==> src/rtl/differential_drive_odometry_macros.svh <==
// Assertion macros for the odometry block.
`ifndef DIFFERENTIAL_DRIVE_ODOMETRY_MACROS_SVH
`define DIFFERENTIAL_DRIVE_ODOMETRY_MACROS_SVH

// Same-cycle implication.
`define ODO_ASSERT_IMP(name, clk, rst_n, pre, post) \
	name: assert property (@(posedge clk) disable iff (!rst_n) (pre) |-> (post)) \
		else $error("odometry check failed");

// Next-cycle implication.
`define ODO_ASSERT_NEXT(name, clk, rst_n, pre, post) \
	name: assert property (@(posedge clk) disable iff (!rst_n) (pre) |=> (post)) \
		else $error("odometry check failed");

`endif

==> src/rtl/odo_pkg.sv <==
// Types, constants and tables for the odometry block.
package odo_pkg;

	localparam int CNT_W  = 32;
	localparam int POS_W  = 40;
	localparam int HEAD_W = 32;
	localparam int MM_W   = 16;
	localparam int INV_W  = 24;

	localparam int CFG_IDX_W  = 8;
	localparam int CFG_DATA_W = 24;
	localparam logic [CFG_IDX_W-1:0] CFG_MM_PER_STEP     = 8'd0;
	localparam logic [CFG_IDX_W-1:0] CFG_INV_TRACK_WIDTH = 8'd1;
	localparam logic [MM_W-1:0]  MM_RESET  = 16'd8520;
	localparam logic [INV_W-1:0] INV_RESET = 24'd316551;

	localparam int CORDIC_STEPS = 16;
	localparam int ATAN_ENTRIES = 24;
	localparam int CORDIC_ITERS = (CORDIC_STEPS > ATAN_ENTRIES) ? ATAN_ENTRIES : CORDIC_STEPS;
	localparam int ITER_W = $clog2(ATAN_ENTRIES);

	localparam int ANG_W = 33;
	localparam int Z_W   = 34;
	localparam int XY_W  = 34;
	localparam int CS_W  = XY_W - 8;
	localparam int ATAN_W = 30;

	localparam logic signed [ANG_W-1:0] PI_Q27      = 33'sd421657428;
	localparam logic signed [ANG_W-1:0] TWO_PI_Q27  = 33'sd843314857;
	localparam logic signed [ANG_W-1:0] HALF_PI_Q27 = 33'sd210828714;
	localparam logic signed [Z_W-1:0]   Z_HALF_PI   = 34'sd1686629712;
	localparam logic signed [XY_W-1:0]  CORDIC_GAIN = 34'sd652032874;

	localparam int SPLIT  = 16;
	localparam int MA_W   = 25;
	localparam int MB_W   = 26;
	localparam int PROD_W = MA_W + MB_W;
	localparam int ACC_W  = 66;
	localparam int DR_W   = 48;

	typedef struct packed {
		logic signed [CNT_W-1:0] right_count;
		logic signed [CNT_W-1:0] left_count;
		logic                    clear;
	} odo_tick_t;

	typedef struct packed {
		logic signed [POS_W-1:0]  pos_x;
		logic signed [POS_W-1:0]  pos_y;
		logic signed [HEAD_W-1:0] heading;
	} odo_pose_t;

	function automatic logic [ATAN_W-1:0] atan_q30(input logic [ITER_W-1:0] idx);
		case (idx)
			5'd0:    return 30'h3243F6A8;
			5'd1:    return 30'h1DAC6705;
			5'd2:    return 30'h0FADBAFC;
			5'd3:    return 30'h07F56EA6;
			5'd4:    return 30'h03FEAB76;
			5'd5:    return 30'h01FFD55B;
			5'd6:    return 30'h00FFFAAA;
			5'd7:    return 30'h007FFF55;
			5'd8:    return 30'h003FFFEA;
			5'd9:    return 30'h001FFFFD;
			5'd10:   return 30'h000FFFFF;
			5'd11:   return 30'h0007FFFF;
			5'd12:   return 30'h0003FFFF;
			5'd13:   return 30'h0001FFFF;
			5'd14:   return 30'h0000FFFF;
			5'd15:   return 30'h00007FFF;
			5'd16:   return 30'h00003FFF;
			5'd17:   return 30'h00001FFF;
			5'd18:   return 30'h00000FFF;
			5'd19:   return 30'h000007FF;
			5'd20:   return 30'h000003FF;
			5'd21:   return 30'h000001FF;
			5'd22:   return 30'h000000FF;
			5'd23:   return 30'h0000007F;
			default: return '0;
		endcase
	endfunction

endpackage

==> src/rtl/differential_drive_odometry.sv <==
// Differential-drive odometry: encoder deltas to pose with a shared multiplier and CORDIC.
//
// Channel  Handshake              Payload
// tick     tick_valid/tick_stall  odo_tick_t: right_count, left_count, clear
// pose     pose_valid/pose_stall  odo_pose_t: pos_x, pos_y, heading
// cfg      cfg_valid/cfg_ready    cfg_index, cfg_data
//
// An item goes from accept to the pose register through the DR and DL multiplies, the
// mean/difference step, the wrap of the heading into [-pi, pi], CORDIC_ITERS CORDIC steps
// and the MX, MY and MT multiplies: five split 25x26 multiplies in phases LO, HI, ADD, RET.
// The next tick is taken the cycle after the pose register loads; it is not held up by a
// stalled pose item unless the following update is ready first.
// Reset zeroes the internal pose and previous counts and restores the register defaults.
`include "differential_drive_odometry_macros.svh"

module differential_drive_odometry (
	input  logic                                  clk,
	input  logic                                  arst_n,
	input  logic                                  tick_valid,
	output logic                                  tick_stall,
	input  odo_pkg::odo_tick_t                    tick,
	output logic                                  pose_valid,
	input  logic                                  pose_stall,
	output odo_pkg::odo_pose_t                    pose,
	input  logic                                  cfg_valid,
	output logic                                  cfg_ready,
	input  logic [odo_pkg::CFG_IDX_W-1:0]         cfg_index,
	input  logic [odo_pkg::CFG_DATA_W-1:0]        cfg_data
);

	localparam logic [2:0] ST_IDLE = 3'd0;
	localparam logic [2:0] ST_MUL  = 3'd1;
	localparam logic [2:0] ST_MD   = 3'd2;
	localparam logic [2:0] ST_RED  = 3'd3;
	localparam logic [2:0] ST_ROT  = 3'd4;
	localparam logic [2:0] ST_CS   = 3'd5;
	localparam logic [2:0] ST_UPD  = 3'd6;

	localparam logic [2:0] OP_DR = 3'd0;
	localparam logic [2:0] OP_DL = 3'd1;
	localparam logic [2:0] OP_MX = 3'd2;
	localparam logic [2:0] OP_MY = 3'd3;
	localparam logic [2:0] OP_MT = 3'd4;

	localparam logic [1:0] PH_LO  = 2'd0;
	localparam logic [1:0] PH_HI  = 2'd1;
	localparam logic [1:0] PH_ADD = 2'd2;
	localparam logic [1:0] PH_RET = 2'd3;

	localparam logic signed [47:0] MEAN_MAX = 48'sd549755813887;
	localparam logic signed [47:0] MEAN_MIN = -48'sd549755813888;
	localparam logic signed [48:0] DIFF_LIM = 49'sd274877906944;
	localparam logic signed [44:0] POS_MAX  = 45'sd549755813887;
	localparam logic signed [44:0] POS_MIN  = -45'sd549755813888;
	localparam logic signed [52:0] DTH_LIM  = 53'sd4294967296;
	localparam logic signed [34:0] HEAD_MAX = 35'sd2147483647;
	localparam logic signed [34:0] HEAD_MIN = -35'sd2147483648;

	logic [2:0] state_q;
	logic [2:0] op_q;
	logic [1:0] ph_q;
	logic [odo_pkg::ITER_W-1:0] iter_q;
	logic pose_valid_q;
	odo_pkg::odo_pose_t out_q;

	logic [odo_pkg::MM_W-1:0]  mm_q;
	logic [odo_pkg::INV_W-1:0] inv_q;
	logic signed [odo_pkg::POS_W-1:0]  pose_x_q, pose_y_q;
	logic signed [odo_pkg::HEAD_W-1:0] pose_h_q;
	logic signed [odo_pkg::CNT_W-1:0]  last_r_q, last_l_q;

	logic signed [odo_pkg::CNT_W-1:0]  delta_r_q, delta_l_q;
	logic clear_q;
	logic signed [odo_pkg::DR_W-1:0]   dr_q, dl_q;
	logic signed [odo_pkg::POS_W-1:0]  mean_q, diff_q;
	logic signed [odo_pkg::PROD_W-1:0] prod_q;
	logic signed [odo_pkg::ACC_W-1:0]  acc_q;
	logic signed [odo_pkg::ANG_W-1:0]  a_q;
	logic flip_q;
	logic signed [odo_pkg::Z_W-1:0]    z_q;
	logic signed [odo_pkg::XY_W-1:0]   x_q, y_q;
	logic signed [odo_pkg::CS_W-1:0]   c_q, s_q;
	logic signed [odo_pkg::POS_W-1:0]  nx_q, ny_q;
	logic signed [odo_pkg::HEAD_W-1:0] hs_q;

	logic tick_acc;
	logic upd_go;

	logic signed [odo_pkg::POS_W-1:0]  src_a;
	logic signed [odo_pkg::MB_W-1:0]   src_b;
	logic signed [odo_pkg::MA_W-1:0]   mul_a;
	logic signed [odo_pkg::PROD_W-1:0] mul_p;
	logic signed [odo_pkg::ACC_W-1:0]  acc_sum;

	logic signed [48:0] md_sum, md_diff;
	logic signed [47:0] md_half;
	logic signed [odo_pkg::POS_W-1:0] mean_n, diff_n;

	logic signed [43:0] dxy;
	logic signed [44:0] pos_sum;
	logic signed [odo_pkg::POS_W-1:0] pos_n;
	logic signed [52:0] dth_raw;
	logic signed [33:0] dth;
	logic signed [34:0] h_sum;
	logic signed [odo_pkg::HEAD_W-1:0] h_sat;

	logic signed [odo_pkg::ANG_W-1:0] a_half;
	logic a_flip;
	logic signed [odo_pkg::XY_W-1:0] x_sh, y_sh;
	logic signed [odo_pkg::Z_W-1:0]  atan_z;
	logic signed [odo_pkg::XY_W-1:0] cx, cy;

	logic signed [odo_pkg::ANG_W-1:0] h_ext, h_wrap;

	assign tick_stall = (state_q != ST_IDLE);
	assign tick_acc   = tick_valid && !tick_stall;
	assign cfg_ready  = 1'b1;
	assign upd_go     = !pose_valid_q || !pose_stall;
	assign pose_valid = pose_valid_q;
	assign pose       = out_q;

	always_comb begin
		case (op_q)
			OP_DR:   src_a = {{(odo_pkg::POS_W-odo_pkg::CNT_W){delta_r_q[odo_pkg::CNT_W-1]}}, delta_r_q};
			OP_DL:   src_a = {{(odo_pkg::POS_W-odo_pkg::CNT_W){delta_l_q[odo_pkg::CNT_W-1]}}, delta_l_q};
			OP_MX:   src_a = mean_q;
			OP_MY:   src_a = mean_q;
			OP_MT:   src_a = diff_q;
			default: src_a = '0;
		endcase
		case (op_q)
			OP_DR:   src_b = {{(odo_pkg::MB_W-odo_pkg::MM_W){1'b0}}, mm_q};
			OP_DL:   src_b = {{(odo_pkg::MB_W-odo_pkg::MM_W){1'b0}}, mm_q};
			OP_MX:   src_b = c_q;
			OP_MY:   src_b = s_q;
			OP_MT:   src_b = {{(odo_pkg::MB_W-odo_pkg::INV_W){1'b0}}, inv_q};
			default: src_b = '0;
		endcase
		if (ph_q == PH_LO) begin
			mul_a = {{(odo_pkg::MA_W-odo_pkg::SPLIT){1'b0}}, src_a[odo_pkg::SPLIT-1:0]};
		end else begin
			mul_a = {src_a[odo_pkg::POS_W-1], src_a[odo_pkg::POS_W-1:odo_pkg::SPLIT]};
		end
		mul_p   = mul_a * src_b;
		acc_sum = acc_q + {prod_q[odo_pkg::ACC_W-odo_pkg::SPLIT-1:0], {odo_pkg::SPLIT{1'b0}}};
	end

	always_comb begin
		md_sum  = {dr_q[odo_pkg::DR_W-1], dr_q} + {dl_q[odo_pkg::DR_W-1], dl_q};
		md_diff = {dr_q[odo_pkg::DR_W-1], dr_q} - {dl_q[odo_pkg::DR_W-1], dl_q};
		md_half = md_sum[48:1];
		if (md_half > MEAN_MAX) begin
			mean_n = MEAN_MAX[odo_pkg::POS_W-1:0];
		end else if (md_half < MEAN_MIN) begin
			mean_n = MEAN_MIN[odo_pkg::POS_W-1:0];
		end else begin
			mean_n = md_half[odo_pkg::POS_W-1:0];
		end
		if (md_diff > DIFF_LIM) begin
			diff_n = DIFF_LIM[odo_pkg::POS_W-1:0];
		end else if (md_diff < -DIFF_LIM) begin
			diff_n = -DIFF_LIM[odo_pkg::POS_W-1:0];
		end else begin
			diff_n = md_diff[odo_pkg::POS_W-1:0];
		end
	end

	always_comb begin
		dxy = acc_q[odo_pkg::ACC_W-1:22];
		if (op_q == OP_MX) begin
			pos_sum = {{5{pose_x_q[odo_pkg::POS_W-1]}}, pose_x_q} + {dxy[43], dxy};
		end else begin
			pos_sum = {{5{pose_y_q[odo_pkg::POS_W-1]}}, pose_y_q} + {dxy[43], dxy};
		end
		if (pos_sum > POS_MAX) begin
			pos_n = POS_MAX[odo_pkg::POS_W-1:0];
		end else if (pos_sum < POS_MIN) begin
			pos_n = POS_MIN[odo_pkg::POS_W-1:0];
		end else begin
			pos_n = pos_sum[odo_pkg::POS_W-1:0];
		end
		dth_raw = acc_q[odo_pkg::ACC_W-1:13];
		if (dth_raw > DTH_LIM) begin
			dth = DTH_LIM[33:0];
		end else if (dth_raw < -DTH_LIM) begin
			dth = -DTH_LIM[33:0];
		end else begin
			dth = dth_raw[33:0];
		end
		h_sum = {{3{pose_h_q[odo_pkg::HEAD_W-1]}}, pose_h_q} + {dth[33], dth};
		if (h_sum > HEAD_MAX) begin
			h_sat = HEAD_MAX[odo_pkg::HEAD_W-1:0];
		end else if (h_sum < HEAD_MIN) begin
			h_sat = HEAD_MIN[odo_pkg::HEAD_W-1:0];
		end else begin
			h_sat = h_sum[odo_pkg::HEAD_W-1:0];
		end
	end

	always_comb begin
		if (a_q > odo_pkg::HALF_PI_Q27) begin
			a_half = a_q - odo_pkg::PI_Q27;
			a_flip = 1'b1;
		end else if (a_q < -odo_pkg::HALF_PI_Q27) begin
			a_half = a_q + odo_pkg::PI_Q27;
			a_flip = 1'b1;
		end else begin
			a_half = a_q;
			a_flip = 1'b0;
		end
		x_sh   = x_q >>> iter_q;
		y_sh   = y_q >>> iter_q;
		atan_z = {{(odo_pkg::Z_W-odo_pkg::ATAN_W){1'b0}}, odo_pkg::atan_q30(iter_q)};
		cx     = flip_q ? -x_q : x_q;
		cy     = flip_q ? -y_q : y_q;
		h_ext  = {hs_q[odo_pkg::HEAD_W-1], hs_q};
		if (h_ext > odo_pkg::TWO_PI_Q27) begin
			h_wrap = h_ext - odo_pkg::TWO_PI_Q27;
		end else if (h_ext < -odo_pkg::TWO_PI_Q27) begin
			h_wrap = h_ext + odo_pkg::TWO_PI_Q27;
		end else begin
			h_wrap = h_ext;
		end
	end

	always_ff @(posedge clk or negedge arst_n) begin
		if (!arst_n) begin
			state_q      <= ST_IDLE;
			op_q         <= OP_DR;
			ph_q         <= PH_LO;
			iter_q       <= '0;
			pose_valid_q <= 1'b0;
			mm_q         <= odo_pkg::MM_RESET;
			inv_q        <= odo_pkg::INV_RESET;
			pose_x_q     <= '0;
			pose_y_q     <= '0;
			pose_h_q     <= '0;
			last_r_q     <= '0;
			last_l_q     <= '0;
		end else begin
			if (cfg_valid && cfg_ready) begin
				if (cfg_index == odo_pkg::CFG_MM_PER_STEP) begin
					mm_q <= cfg_data[odo_pkg::MM_W-1:0];
				end else if (cfg_index == odo_pkg::CFG_INV_TRACK_WIDTH) begin
					inv_q <= cfg_data[odo_pkg::INV_W-1:0];
				end
			end
			if (state_q == ST_UPD && upd_go) begin
				pose_valid_q <= 1'b1;
			end else if (!pose_stall) begin
				pose_valid_q <= 1'b0;
			end
			case (state_q)
				ST_IDLE: begin
					if (tick_acc) begin
						last_r_q <= tick.right_count;
						last_l_q <= tick.left_count;
						op_q     <= OP_DR;
						ph_q     <= PH_LO;
						state_q  <= ST_MUL;
					end
				end
				ST_MUL: begin
					ph_q <= ph_q + 2'd1;
					if (ph_q == PH_RET) begin
						case (op_q)
							OP_DR:   op_q <= OP_DL;
							OP_DL:   state_q <= ST_MD;
							OP_MX:   op_q <= OP_MY;
							OP_MY:   op_q <= OP_MT;
							OP_MT:   state_q <= ST_UPD;
							default: state_q <= ST_IDLE;
						endcase
					end
				end
				ST_MD: begin
					state_q <= ST_RED;
				end
				ST_RED: begin
					if (!(a_q > odo_pkg::PI_Q27) && !(a_q < -odo_pkg::PI_Q27)) begin
						iter_q  <= '0;
						state_q <= ST_ROT;
					end
				end
				ST_ROT: begin
					iter_q <= iter_q + 1'b1;
					if (iter_q == odo_pkg::ITER_W'(odo_pkg::CORDIC_ITERS - 1)) begin
						state_q <= ST_CS;
					end
				end
				ST_CS: begin
					op_q    <= OP_MX;
					ph_q    <= PH_LO;
					state_q <= ST_MUL;
				end
				ST_UPD: begin
					if (upd_go) begin
						if (clear_q) begin
							pose_x_q <= '0;
							pose_y_q <= '0;
							pose_h_q <= '0;
						end else begin
							pose_x_q <= nx_q;
							pose_y_q <= ny_q;
							pose_h_q <= h_wrap[odo_pkg::HEAD_W-1:0];
						end
						state_q <= ST_IDLE;
					end
				end
				default: state_q <= ST_IDLE;
			endcase
		end
	end

	always_ff @(posedge clk) begin
		if (tick_acc) begin
			delta_r_q <= tick.right_count - last_r_q;
			delta_l_q <= tick.left_count - last_l_q;
			clear_q   <= tick.clear;
		end
		if (state_q == ST_MUL) begin
			case (ph_q)
				PH_LO: prod_q <= mul_p;
				PH_HI: begin
					acc_q  <= {{(odo_pkg::ACC_W-odo_pkg::PROD_W){prod_q[odo_pkg::PROD_W-1]}}, prod_q};
					prod_q <= mul_p;
				end
				PH_ADD: acc_q <= acc_sum;
				PH_RET: begin
					case (op_q)
						OP_DR:   dr_q <= acc_q[odo_pkg::DR_W-1:0];
						OP_DL:   dl_q <= acc_q[odo_pkg::DR_W-1:0];
						OP_MX:   nx_q <= pos_n;
						OP_MY:   ny_q <= pos_n;
						OP_MT:   hs_q <= h_sat;
						default: hs_q <= h_sat;
					endcase
				end
				default: prod_q <= mul_p;
			endcase
		end
		if (state_q == ST_MD) begin
			mean_q <= mean_n;
			diff_q <= diff_n;
			a_q    <= {pose_h_q[odo_pkg::HEAD_W-1], pose_h_q};
		end
		if (state_q == ST_RED) begin
			if (a_q > odo_pkg::PI_Q27) begin
				a_q <= a_q - odo_pkg::TWO_PI_Q27;
			end else if (a_q < -odo_pkg::PI_Q27) begin
				a_q <= a_q + odo_pkg::TWO_PI_Q27;
			end else begin
				flip_q <= a_flip;
				z_q    <= {a_half[odo_pkg::Z_W-4:0], 3'b000};
				x_q    <= odo_pkg::CORDIC_GAIN;
				y_q    <= '0;
			end
		end
		if (state_q == ST_ROT) begin
			if (!z_q[odo_pkg::Z_W-1]) begin
				x_q <= x_q - y_sh;
				y_q <= y_q + x_sh;
				z_q <= z_q - atan_z;
			end else begin
				x_q <= x_q + y_sh;
				y_q <= y_q - x_sh;
				z_q <= z_q + atan_z;
			end
		end
		if (state_q == ST_CS) begin
			c_q <= cx[odo_pkg::XY_W-1:8];
			s_q <= cy[odo_pkg::XY_W-1:8];
		end
		if (state_q == ST_UPD && upd_go) begin
			if (clear_q) begin
				out_q <= '0;
			end else begin
				out_q.pos_x   <= nx_q;
				out_q.pos_y   <= ny_q;
				out_q.heading <= h_wrap[odo_pkg::HEAD_W-1:0];
			end
		end
	end

	`ODO_ASSERT_NEXT(a_accept_starts_mul, clk, arst_n, tick_acc, (state_q == ST_MUL) && (ph_q == PH_LO) && (op_q == OP_DR))
	`ODO_ASSERT_IMP(a_rot_iter_range, clk, arst_n, state_q == ST_ROT, iter_q < odo_pkg::ITER_W'(odo_pkg::CORDIC_ITERS))
	`ODO_ASSERT_IMP(a_rot_start_range, clk, arst_n, (state_q == ST_ROT) && (iter_q == '0), (z_q <= odo_pkg::Z_HALF_PI) && (z_q >= -odo_pkg::Z_HALF_PI))
	`ODO_ASSERT_NEXT(a_upd_loads_pose, clk, arst_n, (state_q == ST_UPD) && upd_go, pose_valid && (state_q == ST_IDLE))

endmodule

==> config.mk <==
export PLATFORM = sky130hd
export DESIGN_NAME = differential_drive_odometry
export DESIGN_NICKNAME = d
export VERILOG_FILES = /design/src/rtl/odo_pkg.sv /design/src/rtl/differential_drive_odometry.sv
export VERILOG_INCLUDE_DIRS = /design/src /design/src/rtl
export SDC_FILE = /design/constraint.sdc
export NUM_CORES = 2
export LEC_CHECK = 0
export BUFFER_PORTS_ARGS = -buffer_cell sky130_fd_sc_hd__buf_2
export CAP_MARGIN = 25
export CORE_MARGIN = 5
export CORE_UTILIZATION = 60
export CTS_BUF_LIST = sky130_fd_sc_hd__clkbuf_8
export DETAILED_ROUTE_END_ITERATION = 8
export GPL_TIMING_DRIVEN = 0
export PLACE_DENSITY = 0.8
export SLEW_MARGIN = 15
export SYNTH_ARGS = -nofsm -noshare
export SYNTH_HDL_FRONTEND = slang
export SYNTH_SLANG_ARGS = --single-unit
==> constraint.sdc <==
create_clock -name clk -period 8.3 [get_ports clk]
set_input_delay 0 -clock clk [delete_from_list [all_inputs] [get_ports clk]]
set_output_delay 0 -clock clk [all_outputs]
set_load 0.005 [all_outputs]
=== After elaboration in Yosys (flattened, before gate mapping) ===
Memory sizes are Yosys's and may differ from the RTL's.
Cells that the tools add are included.

* Memories kept: 1
* Bits in read-only memories: 960
* Register bits: 1000
* Output and inout port bits: 115
* Word-level logic and storage cells: 206
* Input port bits: 102

* Order comparisons: 16
* Mux-type cells: 58
* $add $sub $neg: 24
* Shift operators: 2
* Bitwise operators: 4
* Reduce and logical (&&, ||, !) cells: 40
* Eq/ne operators: 25
* Multiply operators: 1

{| class="wikitable"
|+ Memory list
! memory !! words !! width !! rd ports !! clocked after Yosys merged registers in !! wr ports !! line !! source
|-
| (no name shown) || 32 || 30 || 1 || 0 || 0 || odo_pkg.sv:54 || <nowiki>case (idx)</nowiki>
|}

{| class="wikitable"
|+ Operators with widths
! operator !! number
|-
| $mux W34 || 19
|-
| $mux W40 || 6
|-
| $pmux W40 S4 || 1
|-
| $mux W33 || 4
|-
| $pmux W66 S2 || 1
|-
| $mux W32 || 4
|-
| $pmux W26 S4 || 1
|-
| $add A40 B44 Y45 || 2
|-
| $add A34 B34 Y34 || 2
|-
| $neg A34 Y34 || 2
|-
| $sshr A34 B5 Y34 || 2
|-
| $sub A34 B34 Y34 || 2
|-
| $add A66 B66 Y66 || 1
|-
| $sub A32 B32 Y32 || 2
|-
| $mux W31 || 2
|-
| $gt A53 B34 Y1 const B || 1
|-
| $lt A53 B33 Y1 const B || 1
|-
| $mul A25 B26 Y51 || 1
|-
| $add A48 B48 Y49 || 1
|-
| $gt A49 B40 Y1 const B || 1
|-
| $lt A49 B39 Y1 const B || 1
|-
| $sub A48 B48 Y49 || 1
|-
| $gt A48 B40 Y1 const B || 1
|-
| $lt A48 B40 Y1 const B || 1
|-
| other kinds (57) || 110
|}

=== Longest topological paths before layout ===
* Depth in word-level cells: 7
* Gate-level depth with buffers: 38
* Depth with buffers taken out: 34

=== Worst setup path before layout ===
Ideal clock, no wire load.

* Path kind: register to register
* From: register op_q[0]
* To: register prod_q[49] in the netlist's numbering, data pin
* Setup slack: -0.572 ns
* Arrival: 8.615 ns
* Data required time: 8.042 ns
* Path buffers: 6
* Cell stages (with the launch flop): 36
* Path through: dfrtp_1 -> clkbuf_1 -> nor2_1 -> and2_1 -> clkbuf_1 -> clkbuf_1 -> clkbuf_1 -> buf_1 -> a21o_1 -> clkbuf_1 -> nand2_1 -> fa_1 -> inv_1 -> fa_1 -> inv_1 -> fa_1 -> fa_1 -> inv_1 -> fa_1 -> fa_1 -> inv_1 -> fa_1 -> inv_1 -> ha_1 -> a21o_1 -> a21oi_1 -> nor2_1 -> o21a_1 -> a221oi_1 -> o21ai_0 -> a21oi_1 -> o21ai_0 -> a311o_1 -> a41o_1 -> a21oi_1 -> xnor2_1

* Word-level cells in the longest chain between the ends: 5

{| class="wikitable"
|+ RTL lines
! item !! line !! source
|-
| from (decl) || differential_drive_odometry.sv:60 || <nowiki>logic [2:0] op_q;</nowiki>
|-
| from (signal assigned) || differential_drive_odometry.sv:229 || <nowiki>op_q <= OP_DR;</nowiki>
|-
| from (signal assigned) || differential_drive_odometry.sv:258 || <nowiki>op_q <= OP_DR;</nowiki>
|-
| from (signal assigned) || differential_drive_odometry.sv:267 || <nowiki>OP_DR: op_q <= OP_DL;</nowiki>
|-
| $eq A3 B2 Y1 || differential_drive_odometry.sv:123, differential_drive_odometry.sv:131 ||
|-
| $reduce_or A2 Y1 (no source line) || - ||
|-
| $pmux W40 S4 || differential_drive_odometry.sv:123 || <nowiki>case (op_q)</nowiki>
|-
| $mux W25 || differential_drive_odometry.sv:139 || <nowiki>if (ph_q == PH_LO) begin</nowiki>
|-
| $mul A25 B26 Y51 * || differential_drive_odometry.sv:144 || <nowiki>mul_p = mul_a * src_b;</nowiki>
|-
| via mul_p, one bit || differential_drive_odometry.sv:92 || <nowiki>logic signed [odo_pkg::PROD_W-1:0] mul_p;</nowiki>
|-
| to (signal assigned) || differential_drive_odometry.sv:323 || <nowiki>PH_LO: prod_q <= mul_p;</nowiki>
|-
| to (signal assigned) || differential_drive_odometry.sv:326 || <nowiki>prod_q <= mul_p;</nowiki>
|-
| to (signal assigned) || differential_drive_odometry.sv:339 || <nowiki>default: prod_q <= mul_p;</nowiki>
|-
| to (decl) || differential_drive_odometry.sv:76 || <nowiki>logic signed [odo_pkg::PROD_W-1:0] prod_q;</nowiki>
|}

Mark *: on every way through the listed nets, which the timed path passes. The rest lies on a longest branch.
A chain may end at the register's enable or synchronous reset.

=== Worst setup path after layout ===
* From: register op_q[1]
* To: register prod_q[48] in the netlist's numbering, data pin

Same word-level chain as after synthesis.

==> results.sh <==
export IMPL_worst_path_buf_inv=9
export IMPL_dp_cells=11962
export IMPL_synth_common_cells="inv_1, nand2_1, nor2_1"
export IMPL_viasPerCell=6.50
export IMPL_syn2layout_area_growth_pct=16.5
export IMPL_clkSinkCount=1000
export IMPL_synth_main_ff_cell="edfxtp_1"
export IMPL_regToRegStartpoint="op_q[1]$_DFFE_PN0P_"
export IMPL_grt_pass1_wl_mm=510
export IMPL_ys_ff_latch=1000
export IMPL_syn_nets=11010
export IMPL_ys_async_sr_fraction_pct=23.0
export IMPL_seq_area_frac_synth_pct=30.9
export IMPL_cp_start_kind="register"
export IMPL_fmax_ghz=0.112
export IMPL_top_layer="met5"
export IMPL_rrSetupSlack_ns=-0.59
export IMPL_hold_path_class="primary input to register"
export IMPL_gp_congestion=1.03
export IMPL_hold_path_depth=4
export IMPL_drive_gt1_share_pct=15.6
export IMPL_yosysMostFrequentCell="inv_1"
export IMPL_tritoncts="built"
export IMPL_remaining_drc_errors=0
export IMPL_clkTransAtPathRegs_ns=0.07
export IMPL_pin_count=217
export IMPL_fillers=11082
export IMPL_cts_max_level=4
export IMPL_setup_violations=23
export IMPL_crit_top_cell="fa_1"
export IMPL_wl_per_cell_um=27.7
export IMPL_die_w_um=402
export IMPL_reg2reg_to="prod_q[48]$_DFFE_PP_"
export IMPL_status="finished, violations left"
export IMPL_rows=144
export IMPL_crit_arrival_ns=9.58
export IMPL_crit_type="register to register"
export IMPL_netlist_instances=9664
export IMPL_fin_skew_ns=0.0775
export IMPL_min_from="tick[31]"
export IMPL_hold_violations=0
export IMPL_rsz0062_at_grt="true"
export IMPL_cts_max_path_buffers=3
export IMPL_critPathMaxFanout=10
export IMPL_worstRegToRegCells=32
export IMPL_crit_family="adder cells"
export IMPL_dpl_hpwl_mm=259
export IMPL_endpoint_kind="register"
export IMPL_cts_root_buf="clkbuf_8"
export IMPL_worstSkewPairLatency_ns=0.98
export IMPL_cp_required_ns=8.99
export IMPL_slew_violations=0
export IMPL_vias=82533
export IMPL_met2WireLength_mm=158
export IMPL_fin_crit_ns=8.89
export IMPL_fin_crit_sh_pct=107
export IMPL_crit_slowest_cell="fa_1"
export IMPL_synth_edff_count=737
export IMPL_violations="negative setup slack"
export IMPL_tightestPinTransition_ns=1.12
export IMPL_antenna_found_initial=12
export IMPL_dieArea_sq_um=162000
export IMPL_cts_made_buffers=173
export IMPL_slew_headroom_pct=24.6
export IMPL_met1Wirelength_mm=130
export IMPL_syn_area_sq_um=92400
export IMPL_routed_wl_mm=351
export IMPL_first_iter_violations=10002
export IMPL_grt_overflow_total=0
export IMPL_die_h_um=402
export IMPL_hold_end="delta_l_q[30]$_DFFE_PP_"
export IMPL_fin_cells=12688
export IMPL_syn_area_per_cell_sq_um=9.56
export IMPL_final_area_sq_um=108000
export IMPL_yosysTopAreaCell="edfxtp_1"
export IMPL_grt_pass1_vias=82342
export IMPL_core_area_sq_um=154000
export IMPL_grt_max_degree=93
export IMPL_layout_setup_ws_ns=-0.593
export IMPL_track_usage_pct=41.6
export IMPL_slowest_delay_ns=0.57
export IMPL_route_met3_wl_mm=38.8
export IMPL_ant_nets=0
export IMPL_dpl_cell_area_sq_um=96800
export IMPL_finalNetCount=11831
export IMPL_drtPass1Iterations=7
export IMPL_start_util_pct=60.2
export IMPL_yosysTopAreaCellShare_pct=24.0
export IMPL_synth_warnings=0
export IMPL_cap_violations=0
export IMPL_synth_area_top_cells="edfxtp_1, fa_1, ha_1, dfrtp_1, inv_1"
export IMPL_port_buffers=215
export IMPL_yosysUniqueCellTypes=95
export IMPL_crit_path_start="op_q[1]$_DFFE_PN0P_"
## placed cells by master (no fill, tap or decap), drive strengths merged, types with 96 or more instances in the layout
cell type    netlist  routed
inv             1063    1132
nand2            845     845
nor2             804     804
edfxtp           737     737
fa               692     692
a21oi            590     590
clkbuf           418     575
o21ai            573     573
buf               74     557
ha               552     552
xnor2            415     415
mux2             246     246
a21o             226     226
nor2b            220     220
dfrtp            217     217
dlygate4sd3        0     190
xor2             172     172
nor3             109     109
nand3             97      97
mux2i             96      96
## final cells by class
class                   instances  area, sq um  area share [%]
inverters                    1072         4060            3.77
repair buffers                675         5760            5.35
plain buffers                 463         3050            2.83
clock inverters               140         1030           0.954
well taps                    2044         2560            2.38
diodes                         10         25.0          0.0233
flip-flops and latches       1000        28600            26.5
multi-input cells            7100        60000            55.8
clock buffers                 184         2530            2.35
## state kept, by name, indices dropped and copies added, names as in the netlist, 48 cells and up
name	flops
dr_q	48
prod_q	51
pose	112
acc_q	66
dl_q	48
## worst max-delay path by stage
stage	end	depth (start not counted)	slack, ns
2_1_floorplan	prod_q[50]$_DFFE_PP_	35	0.005
3_3_place_gp	prod_q[48]$_DFFE_PP_	32	-4.06
3_5_place_dp	prod_q[48]$_DFFE_PP_	32	-4.04
4_1_cts	prod_q[49]$_DFFE_PP_	36	-0.21
5_1_grt	prod_q[48]$_DFFE_PP_	34	-0.72
6_report	prod_q[48]$_DFFE_PP_	32	-0.59
## layer usage
layer	global-route usage [%]	vias up
li1	-	35202
met1	53.1	40663
met2	65.1	5385
met3	10.3	1279
met4	23.4	4
met5	0	-
## worst min-delay path: stages
cell	delay [ns]
dlygate4sd3_1	0.53
buf_2	0.13
ha_1	0.18
xor2_1	0.09
## kinds of logic after synthesis
family,count (synthesis),share of synthesized area [%]
DFF,1000,30.9
AOI/OAI and AO/OA,2274,15.7
other,1,0.00406
and+or+nand+nor,2573,13.0
adders and majority gates,1244,22.5
muxes,421,5.97
xor gates and xnor gates,587,5.57
buffers and inverters,1564,6.41
## timing repair
action,in CTS,in global routing
hold buffers,191,0
pin swaps,163,123
hold endpoints to repair,349,0
gates cloned,4,1
endpoints found under the setup margin,48,39
buffers inserted,150,75
gates resized for setup,594,221
## per-stage QoR
step           hold WS, ns  util [%]  setup WS (ns)  TNS [ns]
2_1_floorplan       -0.296         -        0.00451         0
3_3_place_gp         0.210      62.6          -4.06   -102.75
3_5_place_dp      0.000880      63.1          -4.04   -100.13
4_1_cts             0.0150      69.2         -0.214     -1.23
5_1_grt              0.108      70.1         -0.718     -9.82
6_report             0.126      70.1         -0.593     -6.24
Power is left out: the tool's default activity adds up to more than one toggle a clock period on the data nets, which glitch-free logic cannot reach.
